===== src/qupc_pkg.sv =====
// Shared constants and types of the user priority classifier.
package qupc_pkg;

    localparam int TABLE_ENTRIES = 16;

    localparam int PRIO_W    = 3;
    localparam int SRC_W     = 3;
    localparam int PORT_W    = 16;
    localparam int IP_KEY_W  = 8;

    localparam int QDEPTH    = 4;
    localparam int QPTR_W    = $clog2(QDEPTH);
    localparam int QCNT_W    = $clog2(QDEPTH + 1);

    localparam logic [1:0] OP_CLASSIFY = 2'd0;
    localparam logic [1:0] OP_WRITE    = 2'd1;
    localparam logic [1:0] OP_INVAL    = 2'd2;

    localparam logic [1:0] FK_ETH  = 2'd0;
    localparam logic [1:0] FK_IPV4 = 2'd1;
    localparam logic [1:0] FK_IPV6 = 2'd2;

    localparam logic [1:0] TS_IP  = 2'd0;
    localparam logic [1:0] TS_UDP = 2'd1;
    localparam logic [1:0] TS_TCP = 2'd2;

    localparam logic [15:0] ETHERTYPE_V4 = 16'h0800;
    localparam logic [15:0] ETHERTYPE_V6 = 16'h86DD;
    localparam logic [7:0]  PROTO_TCP    = 8'd6;
    localparam logic [7:0]  PROTO_UDP    = 8'd17;

    localparam logic [SRC_W-1:0] SRC_DEFAULT = 3'd0;
    localparam logic [SRC_W-1:0] SRC_IP      = 3'd1;
    localparam logic [SRC_W-1:0] SRC_UDP_DST = 3'd2;
    localparam logic [SRC_W-1:0] SRC_UDP_SRC = 3'd3;
    localparam logic [SRC_W-1:0] SRC_TCP_DST = 3'd4;
    localparam logic [SRC_W-1:0] SRC_TCP_SRC = 3'd5;

    localparam logic REG_DEFAULT_PRIO = 1'b0;

    typedef struct packed {
        logic [1:0]        opcode;
        logic [1:0]        frame_kind;
        logic [15:0]       ether_type;
        logic [12:0]       frag_offset;
        logic              more_fragments;
        logic [7:0]        ip_protocol;
        logic [PORT_W-1:0] src_port;
        logic [PORT_W-1:0] dst_port;
        logic [1:0]        table_select;
        logic [3:0]        entry_index;
        logic [15:0]       entry_key;
        logic [PRIO_W-1:0] entry_priority;
    } qupc_req_t;

    typedef struct packed {
        logic [PRIO_W-1:0] user_priority;
        logic [SRC_W-1:0]  match_source;
    } qupc_result_t;

    typedef struct packed {
        logic         push;
        qupc_result_t res;
    } qupc_push_t;

    typedef struct packed {
        logic full;
        logic empty;
    } qupc_qstat_t;

endpackage


===== src/qupc_front.sv =====
// Front end: accepts beats, maintains the match tables and classifies packets.
module qupc_front (
    input  logic                       aclk,
    input  logic                       aresetn,
    input  logic                       s_valid,
    output logic                       s_ready,
    input  qupc_pkg::qupc_req_t        req,
    input  logic [qupc_pkg::PRIO_W-1:0] default_prio,
    input  qupc_pkg::qupc_qstat_t      qstat,
    output qupc_pkg::qupc_push_t       push_out
);

    localparam int N = qupc_pkg::TABLE_ENTRIES;

    logic                          ip_valid_reg  [N];
    logic [qupc_pkg::IP_KEY_W-1:0] ip_key_reg    [N];
    logic [qupc_pkg::PRIO_W-1:0]   ip_prio_reg   [N];
    logic                          udp_valid_reg [N];
    logic [qupc_pkg::PORT_W-1:0]   udp_key_reg   [N];
    logic [qupc_pkg::PRIO_W-1:0]   udp_prio_reg  [N];
    logic                          tcp_valid_reg [N];
    logic [qupc_pkg::PORT_W-1:0]   tcp_key_reg   [N];
    logic [qupc_pkg::PRIO_W-1:0]   tcp_prio_reg  [N];

    logic fire;
    logic load;
    logic set_valid;

    logic is_v4, is_v6, have_proto, use_udp;
    logic ip_hit, dst_hit, src_hit;
    logic [qupc_pkg::PRIO_W-1:0] ip_prio, dst_prio, src_prio;
    qupc_pkg::qupc_result_t res;

    assign s_ready = !qstat.full;
    assign fire    = s_valid && s_ready;
    assign load    = fire && (req.opcode == qupc_pkg::OP_WRITE ||
                              req.opcode == qupc_pkg::OP_INVAL) &&
                     (32'(req.entry_index) < N);
    assign set_valid = (req.opcode == qupc_pkg::OP_WRITE);

    always_ff @(posedge aclk) begin
        for (int i = 0; i < N; i++) begin
            if (!aresetn) begin
                ip_valid_reg[i]  <= 1'b0;
                udp_valid_reg[i] <= 1'b0;
                tcp_valid_reg[i] <= 1'b0;
            end else if (load && 32'(req.entry_index) == i) begin
                case (req.table_select)
                    qupc_pkg::TS_IP: begin
                        // a key above 255 can never match a protocol number
                        ip_valid_reg[i] <= set_valid && (req.entry_key[15:8] == 8'd0);
                    end
                    qupc_pkg::TS_UDP: udp_valid_reg[i] <= set_valid;
                    qupc_pkg::TS_TCP: tcp_valid_reg[i] <= set_valid;
                    default: ;
                endcase
            end
        end
    end

    always_ff @(posedge aclk) begin
        for (int i = 0; i < N; i++) begin
            if (load && 32'(req.entry_index) == i) begin
                case (req.table_select)
                    qupc_pkg::TS_IP: begin
                        ip_key_reg[i]  <= req.entry_key[qupc_pkg::IP_KEY_W-1:0];
                        ip_prio_reg[i] <= req.entry_priority;
                    end
                    qupc_pkg::TS_UDP: begin
                        udp_key_reg[i]  <= req.entry_key;
                        udp_prio_reg[i] <= req.entry_priority;
                    end
                    qupc_pkg::TS_TCP: begin
                        tcp_key_reg[i]  <= req.entry_key;
                        tcp_prio_reg[i] <= req.entry_priority;
                    end
                    default: ;
                endcase
            end
        end
    end

    assign is_v4 = (req.frame_kind == qupc_pkg::FK_IPV4) ||
                   (req.frame_kind == qupc_pkg::FK_ETH &&
                    req.ether_type == qupc_pkg::ETHERTYPE_V4);
    assign is_v6 = (req.frame_kind == qupc_pkg::FK_IPV6) ||
                   (req.frame_kind == qupc_pkg::FK_ETH &&
                    req.ether_type == qupc_pkg::ETHERTYPE_V6);
    assign have_proto = is_v6 ||
                        (is_v4 && req.frag_offset == 13'd0 && !req.more_fragments);
    assign use_udp = (req.ip_protocol == qupc_pkg::PROTO_UDP);

    // Parallel compares; scanning downward leaves the lowest hit in place.
    always_comb begin
        ip_hit   = 1'b0;
        dst_hit  = 1'b0;
        src_hit  = 1'b0;
        ip_prio  = '0;
        dst_prio = '0;
        src_prio = '0;
        for (int i = N - 1; i >= 0; i--) begin
            if (ip_valid_reg[i] && ip_key_reg[i] == req.ip_protocol) begin
                ip_hit  = 1'b1;
                ip_prio = ip_prio_reg[i];
            end
            if (use_udp ? (udp_valid_reg[i] && udp_key_reg[i] == req.dst_port)
                        : (tcp_valid_reg[i] && tcp_key_reg[i] == req.dst_port)) begin
                dst_hit  = 1'b1;
                dst_prio = use_udp ? udp_prio_reg[i] : tcp_prio_reg[i];
            end
            if (use_udp ? (udp_valid_reg[i] && udp_key_reg[i] == req.src_port)
                        : (tcp_valid_reg[i] && tcp_key_reg[i] == req.src_port)) begin
                src_hit  = 1'b1;
                src_prio = use_udp ? udp_prio_reg[i] : tcp_prio_reg[i];
            end
        end
    end

    always_comb begin
        res.user_priority = default_prio;
        res.match_source  = qupc_pkg::SRC_DEFAULT;
        if (have_proto) begin
            if (ip_hit) begin
                res.user_priority = ip_prio;
                res.match_source  = qupc_pkg::SRC_IP;
            end else if (use_udp || req.ip_protocol == qupc_pkg::PROTO_TCP) begin
                if (dst_hit) begin
                    res.user_priority = dst_prio;
                    res.match_source  = use_udp ? qupc_pkg::SRC_UDP_DST
                                                : qupc_pkg::SRC_TCP_DST;
                end else if (src_hit) begin
                    res.user_priority = src_prio;
                    res.match_source  = use_udp ? qupc_pkg::SRC_UDP_SRC
                                                : qupc_pkg::SRC_TCP_SRC;
                end
            end
        end
    end

    assign push_out.push = fire && (req.opcode == qupc_pkg::OP_CLASSIFY);
    assign push_out.res  = res;

endmodule


===== src/qupc_fifo.sv =====
// Short result queue between the classifier front end and the output stage.
module qupc_fifo (
    input  logic                   aclk,
    input  logic                   aresetn,
    input  qupc_pkg::qupc_push_t   push_in,
    input  logic                   pop,
    output qupc_pkg::qupc_result_t head,
    output qupc_pkg::qupc_qstat_t  qstat
);

    qupc_pkg::qupc_result_t         mem_reg [qupc_pkg::QDEPTH];
    logic [qupc_pkg::QPTR_W-1:0]    wptr_reg, wptr_next;
    logic [qupc_pkg::QPTR_W-1:0]    rptr_reg, rptr_next;
    logic [qupc_pkg::QCNT_W-1:0]    count_reg, count_next;
    logic                           do_push, do_pop;

    assign qstat.full  = (32'(count_reg) == qupc_pkg::QDEPTH);
    assign qstat.empty = (count_reg == '0);
    assign do_push = push_in.push && !qstat.full;
    assign do_pop  = pop && !qstat.empty;
    assign head    = mem_reg[rptr_reg];

    always_comb begin
        wptr_next  = wptr_reg;
        rptr_next  = rptr_reg;
        count_next = count_reg;
        if (do_push) begin
            wptr_next = (32'(wptr_reg) == qupc_pkg::QDEPTH - 1) ? '0 : wptr_reg + 1'b1;
        end
        if (do_pop) begin
            rptr_next = (32'(rptr_reg) == qupc_pkg::QDEPTH - 1) ? '0 : rptr_reg + 1'b1;
        end
        if (do_push && !do_pop) begin
            count_next = count_reg + 1'b1;
        end else if (do_pop && !do_push) begin
            count_next = count_reg - 1'b1;
        end
    end

    always_ff @(posedge aclk) begin
        if (!aresetn) begin
            wptr_reg  <= '0;
            rptr_reg  <= '0;
            count_reg <= '0;
        end else begin
            wptr_reg  <= wptr_next;
            rptr_reg  <= rptr_next;
            count_reg <= count_next;
        end
    end

    always_ff @(posedge aclk) begin
        if (do_push) begin
            mem_reg[wptr_reg] <= push_in.res;
        end
    end

endmodule


===== src/qupc_back.sv =====
// Back end: output register that drives the result stream.
module qupc_back (
    input  logic                   aclk,
    input  logic                   aresetn,
    input  qupc_pkg::qupc_result_t head,
    input  qupc_pkg::qupc_qstat_t  qstat,
    output logic                   pop,
    output logic                   m_valid,
    input  logic                   m_ready,
    output qupc_pkg::qupc_result_t m_res
);

    logic                   valid_reg;
    qupc_pkg::qupc_result_t res_reg;

    assign pop     = !qstat.empty && (!valid_reg || m_ready);
    assign m_valid = valid_reg;
    assign m_res   = res_reg;

    always_ff @(posedge aclk) begin
        if (!aresetn) begin
            valid_reg <= 1'b0;
        end else if (!valid_reg || m_ready) begin
            valid_reg <= !qstat.empty;
        end
    end

    always_ff @(posedge aclk) begin
        if (pop) begin
            res_reg <= head;
        end
    end

endmodule


===== src/qos_user_priority_classifier_core.sv =====
// Top level of the QoS user priority classifier.
//
//  port group   dir  beat contents
//  s_axis       in   header fields or a table load; tuser carries the opcode
//  m_axis       out  user priority and match source, one beat per classify beat
//  apb          in   default_priority at byte address 0
//
// Throughput is one beat per cycle while the result queue has room; a classify
// beat's result is found by the table compare, then held in the result queue and the output register.
// Table lookups are 16-way parallel compares done in the accept cycle.
// Reset (aresetn low, synchronous) invalidates every table slot at once and
// sets default_priority to 0; no clearing pass is needed.
// s_tready drops only when the four-entry result queue is full behind a
// stalled output.
module qos_user_priority_classifier_core (
    input  logic         aclk,
    input  logic         aresetn,

    input  logic         s_tvalid,
    output logic         s_tready,
    // [1:0] frame_kind, [17:2] ether_type, [30:18] frag_offset,
    // [31] more_fragments, [39:32] ip_protocol, [55:40] src_port,
    // [71:56] dst_port, [73:72] table_select, [77:74] entry_index,
    // [93:78] entry_key, [96:94] entry_priority, [103:97] zero
    input  logic [103:0] s_tdata,
    // [1:0] opcode
    input  logic [1:0]   s_tuser,

    output logic         m_tvalid,
    input  logic         m_tready,
    // [2:0] user_priority, [5:3] match_source, [7:6] zero
    output logic [7:0]   m_tdata,

    input  logic         psel,
    input  logic         penable,
    input  logic         pwrite,
    input  logic [2:0]   paddr,
    input  logic [31:0]  pwdata,
    output logic [31:0]  prdata,
    output logic         pready
);

    qupc_pkg::qupc_req_t    req;
    qupc_pkg::qupc_push_t   push;
    qupc_pkg::qupc_qstat_t  qstat;
    qupc_pkg::qupc_result_t head;
    qupc_pkg::qupc_result_t m_res;
    logic                   pop;

    logic [qupc_pkg::PRIO_W-1:0] default_prio_reg;

    assign pready = 1'b1;

    always_ff @(posedge aclk) begin
        if (!aresetn) begin
            default_prio_reg <= '0;
        end else if (psel && penable && pwrite && pready &&
                     paddr[2] == qupc_pkg::REG_DEFAULT_PRIO) begin
            default_prio_reg <= pwdata[qupc_pkg::PRIO_W-1:0];
        end
    end

    assign prdata = (paddr[2] == qupc_pkg::REG_DEFAULT_PRIO) ?
                    {{(32 - qupc_pkg::PRIO_W){1'b0}}, default_prio_reg} : 32'd0;

    assign req.opcode         = s_tuser;
    assign req.frame_kind     = s_tdata[1:0];
    assign req.ether_type     = s_tdata[17:2];
    assign req.frag_offset    = s_tdata[30:18];
    assign req.more_fragments = s_tdata[31];
    assign req.ip_protocol    = s_tdata[39:32];
    assign req.src_port       = s_tdata[55:40];
    assign req.dst_port       = s_tdata[71:56];
    assign req.table_select   = s_tdata[73:72];
    assign req.entry_index    = s_tdata[77:74];
    assign req.entry_key      = s_tdata[93:78];
    assign req.entry_priority = s_tdata[96:94];

    qupc_front u_front (
        .aclk         (aclk),
        .aresetn      (aresetn),
        .s_valid      (s_tvalid),
        .s_ready      (s_tready),
        .req          (req),
        .default_prio (default_prio_reg),
        .qstat        (qstat),
        .push_out     (push)
    );

    qupc_fifo u_fifo (
        .aclk    (aclk),
        .aresetn (aresetn),
        .push_in (push),
        .pop     (pop),
        .head    (head),
        .qstat   (qstat)
    );

    qupc_back u_back (
        .aclk    (aclk),
        .aresetn (aresetn),
        .head    (head),
        .qstat   (qstat),
        .pop     (pop),
        .m_valid (m_tvalid),
        .m_ready (m_tready),
        .m_res   (m_res)
    );

    assign m_tdata = {2'b00, m_res.match_source, m_res.user_priority};

endmodule


===== config.mk =====
export PLATFORM = sky130hd
export DESIGN_NAME = qos_user_priority_classifier_core
export DESIGN_NICKNAME = d
export VERILOG_FILES = /design/src/qupc_pkg.sv /design/src/qupc_front.sv /design/src/qupc_fifo.sv /design/src/qupc_back.sv /design/src/qos_user_priority_classifier_core.sv
export SDC_FILE = /design/constraint.sdc
export NUM_CORES = 2
export LEC_CHECK = 0
export BUFFER_PORTS_ARGS = -buffer_cell sky130_fd_sc_hd__buf_2
export CAP_MARGIN = 20
export CORE_UTILIZATION = 40
export DETAILED_ROUTE_END_ITERATION = 10
export PLACE_DENSITY = 0.64
export SLEW_MARGIN = 20
export SYNTH_ARGS = -nofsm -noshare
export SYNTH_HDL_FRONTEND = slang
export SYNTH_SLANG_ARGS = --single-unit

===== constraint.sdc =====
create_clock -name aclk -period 3.9 [get_ports aclk]
set_input_delay 0.585 -clock aclk [delete_from_list [all_inputs] [get_ports aclk]]
set_output_delay 0.585 -clock aclk [all_outputs]
set_load 0.02 [all_outputs]

==> results.md <==
- The final number of hold-violating endpoints is 0.
- The I/O pin count is 191.
- The clock root buffer is sky130_fd_sc_hd__clkbuf_16.
- Data on the critical path arrives at its endpoint at 4.22 ns.
- The floorplan row count is 122.
- The first-pass GRT wire length is 223000 um.
- For this run, design rule violations remaining after detail routing come to 0.
- The fraction of the core area covered by cells at the end of the flow is 49.3%.
- Cells with a size suffix above 1 make up 20.3% of the layout.
- The area of the core region is 111000 sq um.
- In this run, distinct cell masters in the synthesized netlist total 88.
- TritonCTS built the clock tree.
- The leakage component of the power is 19.1 nW.
- Ranked by total cell area, the synthesized netlist is headed by sky130_fd_sc_hd__edfxtp_1 57%, sky130_fd_sc_hd__xnor2_1 12%, sky130_fd_sc_hd__xor2_1 11%, sky130_fd_sc_hd__nand4_1 2.6%, sky130_fd_sc_hd__nor4_1 2.3%.
- Of all cell types, the one taking the most synthesized area is sky130_fd_sc_hd__edfxtp_1.
- The area of the die is 114000 sq um.
- The top cell type by area accounts for 57.3% of the synthesized area.
- Leaving out fill and tap cells, the most frequent cell in the layout is sky130_fd_sc_hd__edfxtp_1.
- The launch point of the worst reg-to-reg path is u_front.udp_key_reg[0][52].
- Across the run, the number of max-cap violations was 0.
- The via density per instance is 5.63.
- The kind of capture point of the worst setup path is a flop.
- Along the worst path, the maximum fanout reaches 9.
- The number of cell instances on the worst register-to-register path is 13.
- Synthesis produced a netlist whose cell count is 3552.
- Relative to the synthesized area, the layout overhead comes to 21.6%.
- The cell area that synthesis handed to floorplanning was 45000 sq um.
- At the worst endpoint, the required time is 4.32 ns.
- Of the synthesized area, sequential elements account for 57.9%.
- The hold-fix buffer count after cts is 0.
- The power per standard cell area is 393 nW/um^2.
- Counting flops with a built-in enable in the synthesized netlist gives 859.
- The number of sinks on the clock net is 873.
- The number of slew-limit violations in the final report is 0.
- The initial antenna violation count came to 8.
- The worst max-slew margin expressed relative to the limit is 18.7%.
- The largest net degree at the start of global routing is 49.
- The path class of the lowest-slack min-delay path is in -> reg.
- At the placement stage, the worst setup path has a slack of -0.996 ns.
- The overall power after layout is 21.5 mW.
- The violation count after the first detailed-routing iteration is 3835.
- The area of all sequential standard cells is 26100 sq um.
- Summed over all layers, the routed wires come to 159000 um.
- The critical path is of the in -> reg type.
- After detailed routing, the average wire length per cell comes to 27.7 um.
- The maximum operating frequency is 263 MHz.
- For this run the aggregate overflow at the end of global routing stands at 0.
- The count of state elements after synthesis is 873.
- For this run, the total global-route usage over all layers was measured as 27.7%.
- The number of endpoints failing setup at the final stage is 0.
- The number of CTS-inserted buffers is 97.
- Measured along the x axis, the die boundary spans 337 um.
- The endpoint identified for the worst register-to-register timing path is u_fifo.mem_reg[0][4].
- The count of port buffers added during placement is 120.
- The share of synthesized registers carrying an async set or reset is 0%.
- The cell depth of the worst min-delay path is 3.
- The slack of the worst reg-to-reg path is 0.16 ns.
- The multi-input combinational cells in the finished layout cover a total of 17700 sq um.
- The final net count is 4317.
- The share of the clock period used by the worst path after layout is 97.6%.
- Yosys printed 0 warnings.
- The HPWL after detailed placement is 110000 um.
- Between clock sinks in the finished design, the worst skew comes to 0.0246 ns.
- Leaving out fill and tap cells, the most frequent cells in the layout are 859 x sky130_fd_sc_hd__edfxtp_1, 606 x sky130_fd_sc_hd__xnor2_1, 548 x sky130_fd_sc_hd__xor2_1.
- The layout has 9743 filler cells.
- The transition time at the pin with the least slew margin is 1.22 ns.
- The run finished with clean final reports.
- The floorplan step set the die height to 337 um.
- The worst min-delay path startpoint is pwdata[2].
- The latest clock arrival within the worst-skew pair is 0.70 ns.
- The category of the worst setup path launch point is an input port.
- The longest clock path from root to sink contains 3 buffers.
- Setup repair after global routing left no endpoint under its margin.
- The initial standard-cell utilization of the core is 40.5%.
- The via count of the first global-routing pass is 31.3k.
- The detailed-routing iteration count for the pre-antenna-repair pass is 8.
- The final critical-path required period is 3.81 ns.
- The peak supply drop is 362 uV.
- The weighted congestion at the end of routability-driven global placement is 0.980.
- The most common flop cell mapped by yosys is sky130_fd_sc_hd__edfxtp_1.
- The post-CTS clock slew at the launch and capture registers of the worst setup and hold paths is 0.06 ns.
- The number of vias in the routed layout is 32.3k.
- Dividing the synthesized area by the synthesized cell count gives 12.7 sq um.
- The setup slack of the critical path after layout is 0.0945 ns.
- CTS built an H-tree with a depth of 3.
- The count of nets left with antenna violations once routing finished came out at 0.
- The end point of the worst hold path is default_prio_reg[2].
per-layer routing:
layer  vias up  routed length [um]  share of wire (%)  track usage (%)
met4         8                7320                4.6             12.0
met5         -                  54              0.034                0
met3       367               13600                8.5             4.90
met2      1723               73900                 46             44.7
met1     16200               64200                 40             36.5
li1      14000                   -                  -                -
stage by stage:
| stage | hold slack (ns) | cell area [sq um] | TNS [ns] | cells |
|---|---|---|---|---|
| detailed placement | 0.479 | 51700 | -11.49 | 5545 |
| global route | 0.137 | 54700 | 0 | 5726 |
| global placement | 0.463 | 51700 | -10.78 | 5545 |
| floorplan | 0.452 | 45100 | 0 | 3582 |
| finish | 0.162 | 54700 | 0 | 5730 |
| CTS | 0.104 | 54600 | 0 | 5721 |
synth_stat cells (17+ instances only):
| library cell | count |
|---|---|
| sky130_fd_sc_hd__and2_1 | 22 |
| sky130_fd_sc_hd__nor4_1 | 164 |
| sky130_fd_sc_hd__nand2_1 | 259 |
| sky130_fd_sc_hd__clkbuf_1 | 36 |
| sky130_fd_sc_hd__mux2i_1 | 49 |
| sky130_fd_sc_hd__nand3_1 | 46 |
| sky130_fd_sc_hd__o21ai_0 | 27 |
| sky130_fd_sc_hd__buf_2 | 104 |
| sky130_fd_sc_hd__inv_1 | 65 |
| sky130_fd_sc_hd__xnor2_1 | 606 |
| sky130_fd_sc_hd__edfxtp_1 | 859 |
| sky130_fd_sc_hd__nand4_1 | 188 |
| sky130_fd_sc_hd__nor3_1 | 45 |
| sky130_fd_sc_hd__buf_4 | 66 |
| sky130_fd_sc_hd__a21oi_1 | 43 |
| sky130_fd_sc_hd__nor2_1 | 152 |
| sky130_fd_sc_hd__nor2b_1 | 17 |
| sky130_fd_sc_hd__xor2_1 | 548 |
repair_timing:
item,CTS,global route
buffers inserted,0,4
endpoints found under the setup margin,8,8
pin swaps,0,6
gates resized for setup,4,11
worst max path at each step:
stage	end	slack [ns]	start	depth (start not counted)
finish	u_fifo.mem_reg[0][4]	0.09	s_tdata[70]	16
CTS	u_fifo.mem_reg[1][5]	0.003	s_tdata[34]	19
detailed placement	u_fifo.mem_reg[0][4]	-1.0	s_tdata[37]	16
global placement	u_fifo.mem_reg[0][4]	-0.95	s_tdata[37]	16
global route	u_fifo.mem_reg[0][4]	0.01	s_tdata[70]	16
floorplan	u_fifo.mem_reg[0][5]	0.27	s_tdata[37]	13
critical path: stages:
cell,delay (ns)
sky130_fd_sc_hd__buf_2,0.27
sky130_fd_sc_hd__buf_4,0.22
sky130_fd_sc_hd__buf_12,0.19
sky130_fd_sc_hd__xnor2_1,0.10
sky130_fd_sc_hd__nand4_1,0.13
sky130_fd_sc_hd__nor4_1,0.07
sky130_fd_sc_hd__buf_4,0.14
sky130_fd_sc_hd__a32o_1,0.30
sky130_fd_sc_hd__or4b_1,0.60
sky130_fd_sc_hd__nor4_4,0.40
sky130_fd_sc_hd__o211ai_1,0.19
sky130_fd_sc_hd__a311oi_1,0.31
sky130_fd_sc_hd__a21oi_1,0.13
sky130_fd_sc_hd__a311oi_1,0.33
sky130_fd_sc_hd__buf_4,0.17
sky130_fd_sc_hd__nor3_1,0.07
power breakdown:
group          internal, mW  total [mW]  switching (mW)  leakage (nW)
Sequential             10.4        10.5          0.0864          7.91
Combinational         0.864        2.31            1.44          9.74
Clock                  4.78        8.67            3.89          1.43
Total                  16.1        21.5            5.42          19.1
cell families after synthesis:
| family | synth area share [%] |
|---|---|
| other | 0.0167 |
| adder cells (fa/ha/maj) | 0.267 |
| multiplexers | 1.49 |
| flip-flops | 57.9 |
| AO/OA/AOI/OAI | 3.45 |
| AND/OR/NAND/NOR | 11.3 |
| buffers and inverters | 3.15 |
| XOR/XNOR | 22.5 |
area by class of cell:
| type | count | area share, % |
|---|---|---|
| Sequential cell | 873 | 47.6 |
| Inverter | 65 | 0.446 |
| Antenna cell | 5 | 0.0229 |
| Clock buffer | 114 | 4.55 |
| Tap cell | 1488 | 3.40 |
| Timing Repair Buffer | 689 | 10.7 |
| Multi-Input combinational cell | 2434 | 32.4 |
| Clock inverter | 62 | 0.857 |
(Power assumes the default switching activity.)
